<file path="config.mk">
export PLATFORM = sky130hd
export DESIGN_NAME = weo_front
export DESIGN_NICKNAME = d
export VERILOG_FILES = /design/src/rtl/weo_pkg.sv /design/src/rtl/weo_front.sv
export SDC_FILE = /design/constraint.sdc
export NUM_CORES = 1
export LEC_CHECK = 0
export ABC_AREA = 1
export BUFFER_PORTS_ARGS = -buffer_cell sky130_fd_sc_hd__buf_2
export CORE_MARGIN = 2
export CORE_UTILIZATION = 40
export CTS_CLUSTER_SIZE = 14
export DETAILED_ROUTE_END_ITERATION = 10
export MAX_ROUTING_LAYER = met4
export PLACE_DENSITY = 0.67
export REMOVE_ABC_BUFFERS = 1
export SKIP_CTS_REPAIR_TIMING = 1
export SLEW_MARGIN = 20
export SYNTH_ARGS = -nofsm -noshare
export SYNTH_HDL_FRONTEND = slang
export SYNTH_SLANG_ARGS = --single-unit
export TNS_END_PERCENT = 100
</file>
<file path="constraint.sdc">
create_clock -name clk -period 21.7 [get_ports clk]
set_input_delay 2.17 -clock clk [delete_from_list [all_inputs] [get_ports clk]]
set_output_delay 2.17 -clock clk [all_outputs]
set_load 0.02 [all_outputs]
</file>
<file path="src/rtl/weo_pkg.sv">
`timescale 1ns / 1ps
// ----------------------------------------------------------------------------
// Wheel encoder odometry package
// Widths, codes and payload types shared by the odometry front end, the
// measurement back end and the top level.
// ----------------------------------------------------------------------------
package weo_pkg;

  // Field and state widths.
  localparam int CNT_W   = 32;
  localparam int TIME_W  = 48;
  localparam int DPP_W   = 32;
  localparam int STALE_W = 24;
  localparam int DIST_W  = 48;
  localparam int SPD_W   = 32;
  localparam int OP_W    = 2;
  localparam int NSIDE   = 2;
  localparam int SIDE_W  = 1;

  // Configuration port.
  localparam int CFG_IDX_W  = 1;
  localparam int CFG_DATA_W = 32;
  localparam logic [CFG_IDX_W-1:0] CFG_DPP   = 1'd0;
  localparam logic [CFG_IDX_W-1:0] CFG_STALE = 1'd1;
  localparam logic [DPP_W-1:0]     DPP_RESET   = 32'd65536;
  localparam logic [STALE_W-1:0]   STALE_RESET = 24'd1000000;

  // Operation codes.
  localparam logic [OP_W-1:0] OP_PULSE  = 2'd0;
  localparam logic [OP_W-1:0] OP_SAMPLE = 2'd1;
  localparam logic [OP_W-1:0] OP_CLEAR  = 2'd2;

  // Speed arithmetic: numerator is dist_per_pulse * 1e6 * count difference.
  localparam int USEC_W = 20;
  localparam logic [USEC_W-1:0] US_PER_S = 20'd1000000;
  localparam int KDPP_W = DPP_W + USEC_W;
  localparam int LO_W   = 32;
  localparam int HI_W   = KDPP_W - LO_W;
  localparam int NUM_W  = KDPP_W + CNT_W;
  localparam int DIV_CNT_W = $clog2(SPD_W);

  // Queue sizes.
  localparam int QDEPTH = 2;
  localparam int QPTR_W = $clog2(QDEPTH);
  localparam int QCNT_W = $clog2(QDEPTH + 1);

  typedef struct packed {
    logic [OP_W-1:0]   op;
    logic [SIDE_W-1:0] side;
    logic [TIME_W-1:0] now_us;
  } in_item_t;

  typedef struct packed {
    logic [DIST_W-1:0] dist_left;
    logic [DIST_W-1:0] dist_right;
    logic [DIST_W-1:0] mean_distance;
    logic [SPD_W-1:0]  speed_left;
    logic [SPD_W-1:0]  speed_right;
    logic [SPD_W-1:0]  mean_speed;
  } out_item_t;

  typedef struct packed {
    logic [DPP_W-1:0]   dist_per_pulse;
    logic [STALE_W-1:0] stale_limit_us;
  } cfg_t;

  // Encoder state of one side after the item's operation.
  typedef struct packed {
    logic [CNT_W-1:0]  count;
    logic [CNT_W-1:0]  prev_count;
    logic [TIME_W-1:0] stamp;
    logic [TIME_W-1:0] prev_stamp;
  } side_snap_t;

  typedef struct packed {
    side_snap_t [NSIDE-1:0] side;
    logic [TIME_W-1:0]      now_us;
  } job_t;

  typedef enum logic [2:0] {
    B_IDLE,
    B_MUL0,
    B_MUL1,
    B_MUL2,
    B_NUM,
    B_CHK,
    B_DIV,
    B_OUT
  } back_state_t;

  typedef struct packed {
    logic job_pop;
    logic res_push;
    logic side_done;
  } back_ctrl_t;

endpackage

</file>
<file path="src/rtl/weo_front.sv">
`timescale 1ns / 1ps
// ----------------------------------------------------------------------------
// Odometry front end
// Accepts items, applies pulse and clear operations to the encoder state and
// queues a snapshot of both sides for the measurement back end.
// ----------------------------------------------------------------------------
module weo_front (
  input  logic              clk,
  input  logic              rst_n,
  input  logic              push,
  output logic              full,
  input  weo_pkg::in_item_t in_data,
  output logic              job_avail,
  input  logic              job_pop,
  output weo_pkg::job_t     job_head
);
  import weo_pkg::*;

  logic [CNT_W-1:0]  cnt_r [NSIDE];
  logic [CNT_W-1:0]  pcnt_r [NSIDE];
  logic [TIME_W-1:0] stamp_r [NSIDE];
  logic [TIME_W-1:0] pstamp_r [NSIDE];

  job_t              job_mem_r [QDEPTH];
  logic [QPTR_W-1:0] wr_ptr_r, rd_ptr_r;
  logic [QCNT_W-1:0] job_cnt_r;

  logic accept;
  logic pop_ok;
  job_t snap;

  assign full      = (job_cnt_r == QCNT_W'(QDEPTH));
  assign accept    = push && !full;
  assign job_avail = (job_cnt_r != '0);
  assign pop_ok    = job_pop && job_avail;
  assign job_head  = job_mem_r[rd_ptr_r];

  // State of both sides as it stands after this item's operation.
  always_comb begin
    snap.now_us = in_data.now_us;
    for (int s = 0; s < NSIDE; s++) begin
      snap.side[s].count      = cnt_r[s];
      snap.side[s].prev_count = pcnt_r[s];
      snap.side[s].stamp      = stamp_r[s];
      snap.side[s].prev_stamp = pstamp_r[s];
      if (in_data.side == SIDE_W'(s)) begin
        unique case (in_data.op)
          OP_PULSE: begin
            snap.side[s].prev_count = cnt_r[s];
            snap.side[s].prev_stamp = stamp_r[s];
            snap.side[s].count      = cnt_r[s] + CNT_W'(1);
            snap.side[s].stamp      = in_data.now_us;
          end
          OP_CLEAR: begin
            snap.side[s].count = '0;
            snap.side[s].stamp = '0;
          end
          default: begin
          end
        endcase
      end
    end
  end

  always_ff @(posedge clk) begin
    if (!rst_n) begin
      for (int s = 0; s < NSIDE; s++) begin
        cnt_r[s]    <= '0;
        pcnt_r[s]   <= '0;
        stamp_r[s]  <= '0;
        pstamp_r[s] <= '0;
      end
      wr_ptr_r  <= '0;
      rd_ptr_r  <= '0;
      job_cnt_r <= '0;
    end else begin
      if (accept) begin
        for (int s = 0; s < NSIDE; s++) begin
          cnt_r[s]    <= snap.side[s].count;
          pcnt_r[s]   <= snap.side[s].prev_count;
          stamp_r[s]  <= snap.side[s].stamp;
          pstamp_r[s] <= snap.side[s].prev_stamp;
        end
        wr_ptr_r <= wr_ptr_r + QPTR_W'(1);
      end
      if (pop_ok) begin
        rd_ptr_r <= rd_ptr_r + QPTR_W'(1);
      end
      if (accept && !pop_ok) begin
        job_cnt_r <= job_cnt_r + QCNT_W'(1);
      end else if (!accept && pop_ok) begin
        job_cnt_r <= job_cnt_r - QCNT_W'(1);
      end
    end
  end

  always_ff @(posedge clk) begin
    if (accept) begin
      job_mem_r[wr_ptr_r] <= snap;
    end
  end

  a_job_cnt_bound: assert property (@(posedge clk) disable iff (!rst_n)
    job_cnt_r <= QCNT_W'(QDEPTH))
    else $error("front: job queue count beyond depth");

  a_pulse_inc: assert property (@(posedge clk) disable iff (!rst_n)
    (accept && in_data.op == OP_PULSE) |=>
      (cnt_r[$past(in_data.side)] == CNT_W'($past(cnt_r[in_data.side]) + CNT_W'(1))))
    else $error("front: pulse did not advance the count");

  a_clear_stamp: assert property (@(posedge clk) disable iff (!rst_n)
    (accept && in_data.op == OP_CLEAR) |=>
      (stamp_r[$past(in_data.side)] == '0 && cnt_r[$past(in_data.side)] == '0))
    else $error("front: clear left count or stamp set");

endmodule

</file>
==> impl_metrics.env, run 1 <==
export IMPL_synth_seq_cells=1061
export IMPL_max_freq_ghz=0.146
export IMPL_path_depth=5
export IMPL_h_tree_depth=3
export IMPL_required_ns=19.53
export IMPL_start_util_pct=40.1
export IMPL_drt_iter0_drc=2233
export IMPL_synth_cells=3365
export IMPL_crit_fanout=65
export IMPL_synth_warnings=0
export IMPL_clkLatencyLatePin_ns=0.73
export IMPL_r2r_end="pstamp_r[0][57]"
export IMPL_synth_top_cell_area_share_pct=70.5
export IMPL_first_pass_iters=6
export IMPL_setup_viol=0
export IMPL_async_flop_share_pct=0
export IMPL_p_leak_nw=20.0
export IMPL_internal_power_mw=4.23
export IMPL_fp_dieArea_um2=115000
export IMPL_grt_overflow=0
export IMPL_grt_pass1_vias=26500
export IMPL_gp_congestion=0.890
export IMPL_fin_crit_ns=6.85
export IMPL_critPathSlowestCell="dfxtp_4"
export IMPL_hold_violations=0
export IMPL_via_per_inst=4.98
export IMPL_vias=26800
export IMPL_clock_sinks=1061
export IMPL_grt_max_degree=138
export IMPL_yosysUniqueCellTypes=35
export IMPL_fin_setup_tns_ns=0
export IMPL_slew_limit_headroom_pct=28.2
export IMPL_grt_pass1_wl_mm=155
export IMPL_clock_skew_ns=0.0443
export IMPL_ys_flop_type="edfxtp_1"
export IMPL_power_density_nw_per_um2=119
export IMPL_worstPathCellList="buf_4 -> buf_4 -> buf_4 -> mux2_2 -> buf_2"
export IMPL_portBuffers=424
export IMPL_dpl_cell_count=5170
export IMPL_seq_area_frac_synth_pct=70.7
export IMPL_worst_slew_pin_slew_ns=1.08
export IMPL_dp_hpwl_mm=63.3
export IMPL_clock_path_buffers=3
export IMPL_hold_class="flop to flop"
export IMPL_area_delta_synth_final_pct=15.5
export IMPL_crit_family="buffers and inverters"
export IMPL_finalWirelength_mm=101
export IMPL_critPathMostFrequentCell="buf_4"
export IMPL_max_cap_violations=0
export IMPL_rr_worst_depth=7
export IMPL_pwr_share_clk_pct=28.6
export IMPL_cts_tree="done"
export IMPL_yosysMostFrequentCell="edfxtp_1"
export IMPL_p_sw_mw=1.94
export IMPL_layoutNonFillerInstCount=5373
export IMPL_r2r_start="job_cnt_r[1]"
export IMPL_power_frac_seq_pct=45.6
export IMPL_syn_area_um2=45000
export IMPL_path_buf_inv=4
export IMPL_drive_gt1_share_pct=30.5
export IMPL_drv_slew=0
export IMPL_avgSynthCellArea_um2=13.4
export IMPL_rsz0062_at_grt="no"
export IMPL_core_area_um2=112000
export IMPL_synthTopCellsByArea="edfxtp_1 (71%), mux2_2 (9.2%), inv_1 (3.7%), nand2_1 (2.9%), or2_2 (2.2%)"
export IMPL_clk_pin_slew_ns=0.06
export IMPL_antenna_found_initial=5
export IMPL_period_share_pct=31.6
export IMPL_pin_count=425
export IMPL_cts_buffers_inserted=109
export IMPL_nNetsFinal=3839
export IMPL_cts_root_buf="clkbuf_16"
export IMPL_endpoint="job_head[263]"
export IMPL_synth_edf_count=1056
export IMPL_synth_common_cells="edfxtp_1 (1056), inv_1 (446), mux2_2 (368), nand2_1 (351), nor2_1 (250)"
export IMPL_wl_per_cell_um=18.7
export IMPL_cp_end_kind="output port"
export IMPL_synth_area_leader_cell="edfxtp_1"
export IMPL_drc=0
export IMPL_r2r_slack_ns=17.96
export IMPL_cpPeakStageDelay_ns=0.84
export IMPL_peakVddDrop_uv=86.8
export IMPL_worstSetupStartpointType="flop"
export IMPL_sw_frac_of_total_pct=31.4
export IMPL_dieHeight_um=339
export IMPL_status="finished, final reports clean"
export IMPL_die_width_um=339
export IMPL_placementRows=123
export IMPL_grtUsageTotal_pct=17.6
export IMPL_pwr_share_comb_pct=25.8
export IMPL_critPathArrivalTime_ns=4.68
export IMPL_antenna_left=0
export IMPL_critPathKind="flop to output port"
cell type report:
type,count,area [µm²]
Antenna cell,3,7.51
Clock buffer,141,2850
Clock inverter,59,500
Fill cell,10000,60100
Inverter,469,1770
Multi-Input combinational cell,1685,10700
Sequential cell,1061,31800
Tap cell,1500,1880
Timing Repair Buffer,455,2380
worst min path at each step:
stage,startpoint,end,slack (ns),depth (start not counted)
floorplan,rd_ptr_r,flop,0.47,2
global placement,rd_ptr_r,flop,0.48,2
detailed placement,rd_ptr_r,flop,0.49,2
CTS,rd_ptr_r,flop,0.50,2
global route,rd_ptr_r,rd_ptr_r,0.55,2
finish,rd_ptr_r,flop,0.49,2
power groups by stage:
stage / logic (mW) / registers (mW) / clock network [mW]
5_1_grt: 1.71 / 2.85 / 1.89
3_3_place_gp: 1.60 / 2.85 / 0
6_report: 1.59 / 2.82 / 1.77
3_5_place_dp: 1.61 / 2.86 / 0
2_1_floorplan: 1.12 / 3.04 / 0
4_1_cts: 1.62 / 2.82 / 1.81
worst min-delay path, cell delays in order (launching register included):
cell,delay (ns)
dfxtp_1,0.32
xor2_1,0.07
nor2_1,0.07
cells in the final DEF (no fill, tap or decap), drive strengths merged:
cell and instances:
nand2 351, xor2 8, nand3 79, xnor2 1, o22ai 49, o21ai 96
inv 476, a21o 1, bufinv 4, a211oi 80, edfxtp 1056, diode 3
nand3b 1, clkbuf 141, buf 455, ha 3, nor2 257, or2 158
a31oi 1, nor3 40, clkinvlp 2, mux2 368, clkinv 46, dfxtp 5
and3 1, o221ai 1, nand4 17, o31ai 2, nor4 6, a21oi 165
through the flow:
| step | setup slack, ns | hold slack, ns | instance area, µm² | util (%) | power (mW) |
|---|---|---|---|---|---|
| after floorplan | 2.96 | 0.472 | 44300 | - | 4.16 |
| after global placement | 15.39 | 0.485 | 48600 | 43.3 | 4.45 |
| after detailed placement | 15.18 | 0.493 | 48600 | 43.3 | 4.47 |
| after CTS | 14.74 | 0.498 | 51900 | 46.3 | 6.25 |
| after global routing | 14.59 | 0.555 | 51900 | 46.3 | 6.45 |
| final | 14.85 | 0.490 | 51900 | 46.3 | 6.18 |
state kept, by name, summed over array words and instances, names as in the netlist, named ones only:
| name | count |
|---|---|
| stamp_r | 96 |
| wr_ptr_r | 1 |
| pstamp_r | 96 |
| job_mem_r | 736 |
| pcnt_r | 64 |
| job_cnt_r | 2 |
| rd_ptr_r | 1 |
| cnt_r | 64 |
kinds of logic (layout without fill, tap and decap cells):
group	Yosys count	in the layout	share of synthesized area (%)
buffers and inverters	619	1124	5.47
xor gates and xnor gates	9	9	0.175
AOI/OAI and AO/OA	395	395	5.28
other	0	3	0
muxes	368	368	9.22
adders and majority gates	3	3	0.0835
DFF	1061	1061	70.7
and+or+nand+nor	910	910	9.03
metal layers:
| metal | GRT usage, % | part of all wire [%] |
|---|---|---|
| met1 | 24.0 | 44 |
| met2 | 27.7 | 47 |
| met5 | - | 0 |
| met4 | 4.35 | 1.8 |
| met3 | 2.93 | 6.5 |
No activity file was read; power rests on OpenSTA's default activity.
==> run 2: changes to the inputs <==
--- a/config.mk
+++ b/config.mk
@@ -5,7 +5,7 @@
 export SDC_FILE = /design/constraint.sdc
 export NUM_CORES = 1
 export LEC_CHECK = 0
-export ABC_AREA = 1
+export ABC_AREA = 0
 export BUFFER_PORTS_ARGS = -buffer_cell sky130_fd_sc_hd__buf_2
 export CORE_MARGIN = 2
 export CORE_UTILIZATION = 40
==> constraint.sdc (replaced) <==
create_clock -name clk -period 7.2 [get_ports clk]
set_input_delay 0.72 -clock clk [delete_from_list [all_inputs] [get_ports clk]]
set_output_delay 0.72 -clock clk [all_outputs]
set_load 0.02 [all_outputs]
==> run 2 against run 1 <==
  * Cell count shrank 15%
  * Non-clock buffer count shrank 7
  * Sequential share of layout area grew 1.3 points
  * Combinational power grew to 2.9 times the previous value
  * Critical endpoint is now job_head[256]
  * Highest routed layer unchanged
==> impl_metrics.env, run 2 <==
export IMPL_setup_viol=0
export IMPL_max_cap_violations=0
export IMPL_pwr_share_clk_pct=30.2
export IMPL_cts_root_buf="clkbuf_16"
export IMPL_top_register="job_mem_r"
export IMPL_grt_pass1_vias=23700
export IMPL_syn_area_um2=43700
export IMPL_hold_violations=0
export IMPL_ys_flop_type="edfxtp_1"
export IMPL_placementRows=121
export IMPL_async_flop_share_pct=0
export IMPL_antenna_left=0
export IMPL_clock_path_buffers=3
export IMPL_grt_overflow=0
export IMPL_clk_pin_slew_ns=0.06
export IMPL_design_area_um2=50900
export IMPL_worstSetupStartpointType="flop"
export IMPL_synth_top_cell_area_share_pct=72.6
export IMPL_internal_power_mw=13.1
export IMPL_crit_fanout=141
export IMPL_largest_reg_flops=736
export IMPL_finalWirelength_mm=98.3
export IMPL_drive_gt1_share_pct=36.2
export IMPL_via_per_inst=5.16
export IMPL_cts_buffers_inserted=111
export IMPL_sw_frac_of_total_pct=30.4
export IMPL_place_area_um2=47300
export IMPL_synth_edf_count=1056
export IMPL_synth_common_cells="edfxtp_1 (1056), mux2_2 (526), and2_1 (272), nand2_1 (169), o21ai_0 (129)"
export IMPL_core_area_um2=109000
export IMPL_hold_class="input pin to flop"
export IMPL_pre_cts_ws_ns=3.58
export IMPL_vias=23700
export IMPL_portBuffers=424
export IMPL_synthTopCellsByArea="edfxtp_1 (73%), mux2_2 (14%), and2_1 (3.9%), o21ai_0 (1.5%), nand2_1 (1.5%)"
export IMPL_status="finished, final reports clean"
export IMPL_power_density_nw_per_um2=370
export IMPL_seq_area_frac_synth_pct=72.9
export IMPL_worstHoldPathCells=1
export IMPL_pwr_share_comb_pct=24.7
export IMPL_p_leak_nw=18.3
export IMPL_cts_tree="done"
export IMPL_reg_top3="job_mem_r (736), pstamp_r (96), stamp_r (96)"
export IMPL_pin_count=425
export IMPL_yosysUniqueCellTypes=47
export IMPL_power_frac_seq_pct=45.2
export IMPL_use_met1_pct=22.5
export IMPL_critPathArrivalTime_ns=3.01
export IMPL_required_ns=6.48
export IMPL_cp_end_kind="output port"
export IMPL_slew_limit_headroom_pct=17.1
export IMPL_synth_area_leader_cell="edfxtp_1"
export IMPL_die_width_um=334
export IMPL_worst_slew_pin_slew_ns=1.24
export IMPL_peakVddDrop_uv=241
export IMPL_grt_max_degree=143
export IMPL_h_tree_depth=3
export IMPL_synth_seq_cells=1061
export IMPL_final_cell_mix="edfxtp_1 (1056), mux2_2 (526), buf_2 (423)"
export IMPL_grt_pass1_wl_mm=146
export IMPL_grt_util_met2_pct=28.0
export IMPL_fin_crit_ns=3.73
export IMPL_period_share_pct=51.9
export IMPL_area_delta_synth_final_pct=16.6
export IMPL_rr_worst_depth=5
export IMPL_p_sw_mw=5.72
export IMPL_yosysMostFrequentCell="edfxtp_1"
export IMPL_first_pass_iters=5
export IMPL_grtUsageTotal_pct=17.6
export IMPL_drc=0
export IMPL_fin_setup_tns_ns=0
export IMPL_dp_hpwl_mm=58.1
export IMPL_fp_dieArea_um2=112000
export IMPL_clkLatencyLatePin_ns=0.69
export IMPL_gp_congestion=0.749
export IMPL_met3_usage_pct=4.52
export IMPL_clock_skew_ns=0.0313
export IMPL_dieHeight_um=334
export IMPL_synth_cells=2673
export IMPL_rsz0062_at_grt="no"
export IMPL_antenna_found_initial=3
export IMPL_wl_per_cell_um=21.4
export IMPL_busiest_layer="met2"
export IMPL_avgSynthCellArea_um2=16.3
export IMPL_finish_utilization_pct=46.9
export IMPL_drt_iter0_drc=1660
export IMPL_final_common_cell="edfxtp_1"
export IMPL_synth_warnings=0
export IMPL_clock_sinks=1061
export IMPL_worst_slack_ns=3.47
export IMPL_max_freq_ghz=0.268
export IMPL_drv_slew=0
export IMPL_nNetsFinal=3143
export IMPL_start_util_pct=40.2
export IMPL_critPathKind="flop to output port"
run 2: changes by cell type after synthesis, sizes merged, moves of 61 or more:
cell | previous run | this run
a21oi | 165 | 73
nand2 | 351 | 169
and2 | 0 | 272
nor2 | 257 | 22
mux2 | 368 | 526
nand2b | 0 | 61
or2 | 158 | 2
a211oi | 80 | 0
inv | 469 | 12
run 2: per-stage QoR:
stage / hold WS, ns / std cells / power [mW]
after floorplan: 0.467 / 2524 / 12.3
after global placement: 0.483 / 4386 / 13.3
after detailed placement: 0.487 / 4386 / 13.3
after CTS: 0.166 / 4592 / 19.1
after global routing: 0.199 / 4592 / 19.6
final: 0.228 / 4593 / 18.8
run 2: worst paths after layout:
check               startpoint  slack [ns]               end
hold / removal     in_data[17]        0.23  job_mem_r[0][17]
setup reg to reg  job_cnt_r[0]        4.32  job_mem_r[0][98]
setup / recovery          flop        3.47     job_head[256]
hold reg to reg   job_cnt_r[1]        0.50      job_cnt_r[1]
run 2: logic make-up (layout without fill, tap and decap cells):
family	after synthesis	after routing	share of synthesized area, %
fa+ha+maj	3	3	0.0860
simple gates	658	658	8.48
mux	544	544	14.0
buf+inv	161	666	1.47
xor+xnor	11	11	0.221
flops	1061	1061	72.9
other cells	0	1	0
compound gates	235	235	2.89
run 2: worst max-delay path: stages (launching register included):
cell and delay, ns:
dfxtp_4 0.77, buf_12 0.44, mux2_2 0.47, buf_2 0.17
run 2: layout make-up:
class,count,area (µm²)
clock inverters,67,671
diodes,1,2.50
well taps,1414,1770
flip-flops and latches,1061,31800
repair buffers,448,2400
fillers,9332,57700
clock buffers,139,2930
inverters,12,45.0
multi-input cells,1451,11200
run 2: power by group through the flow:
stage,Sequential (mW),Clock (mW),Combinational (mW)
after floorplan,9.14,0,3.12
after global placement,8.59,0,4.70
after detailed placement,8.64,0,4.71
after CTS,8.51,5.83,4.73
after global routing,8.61,6.06,4.96
final,8.50,5.68,4.64
run 2: routing by layer:
metal | up-vias | wire length, µm
li1 | 11000 | -
met1 | 12000 | 42400
met2 | 609 | 47200
met3 | 122 | 6970
met4 | 0 | 1770
met5 | - | 0
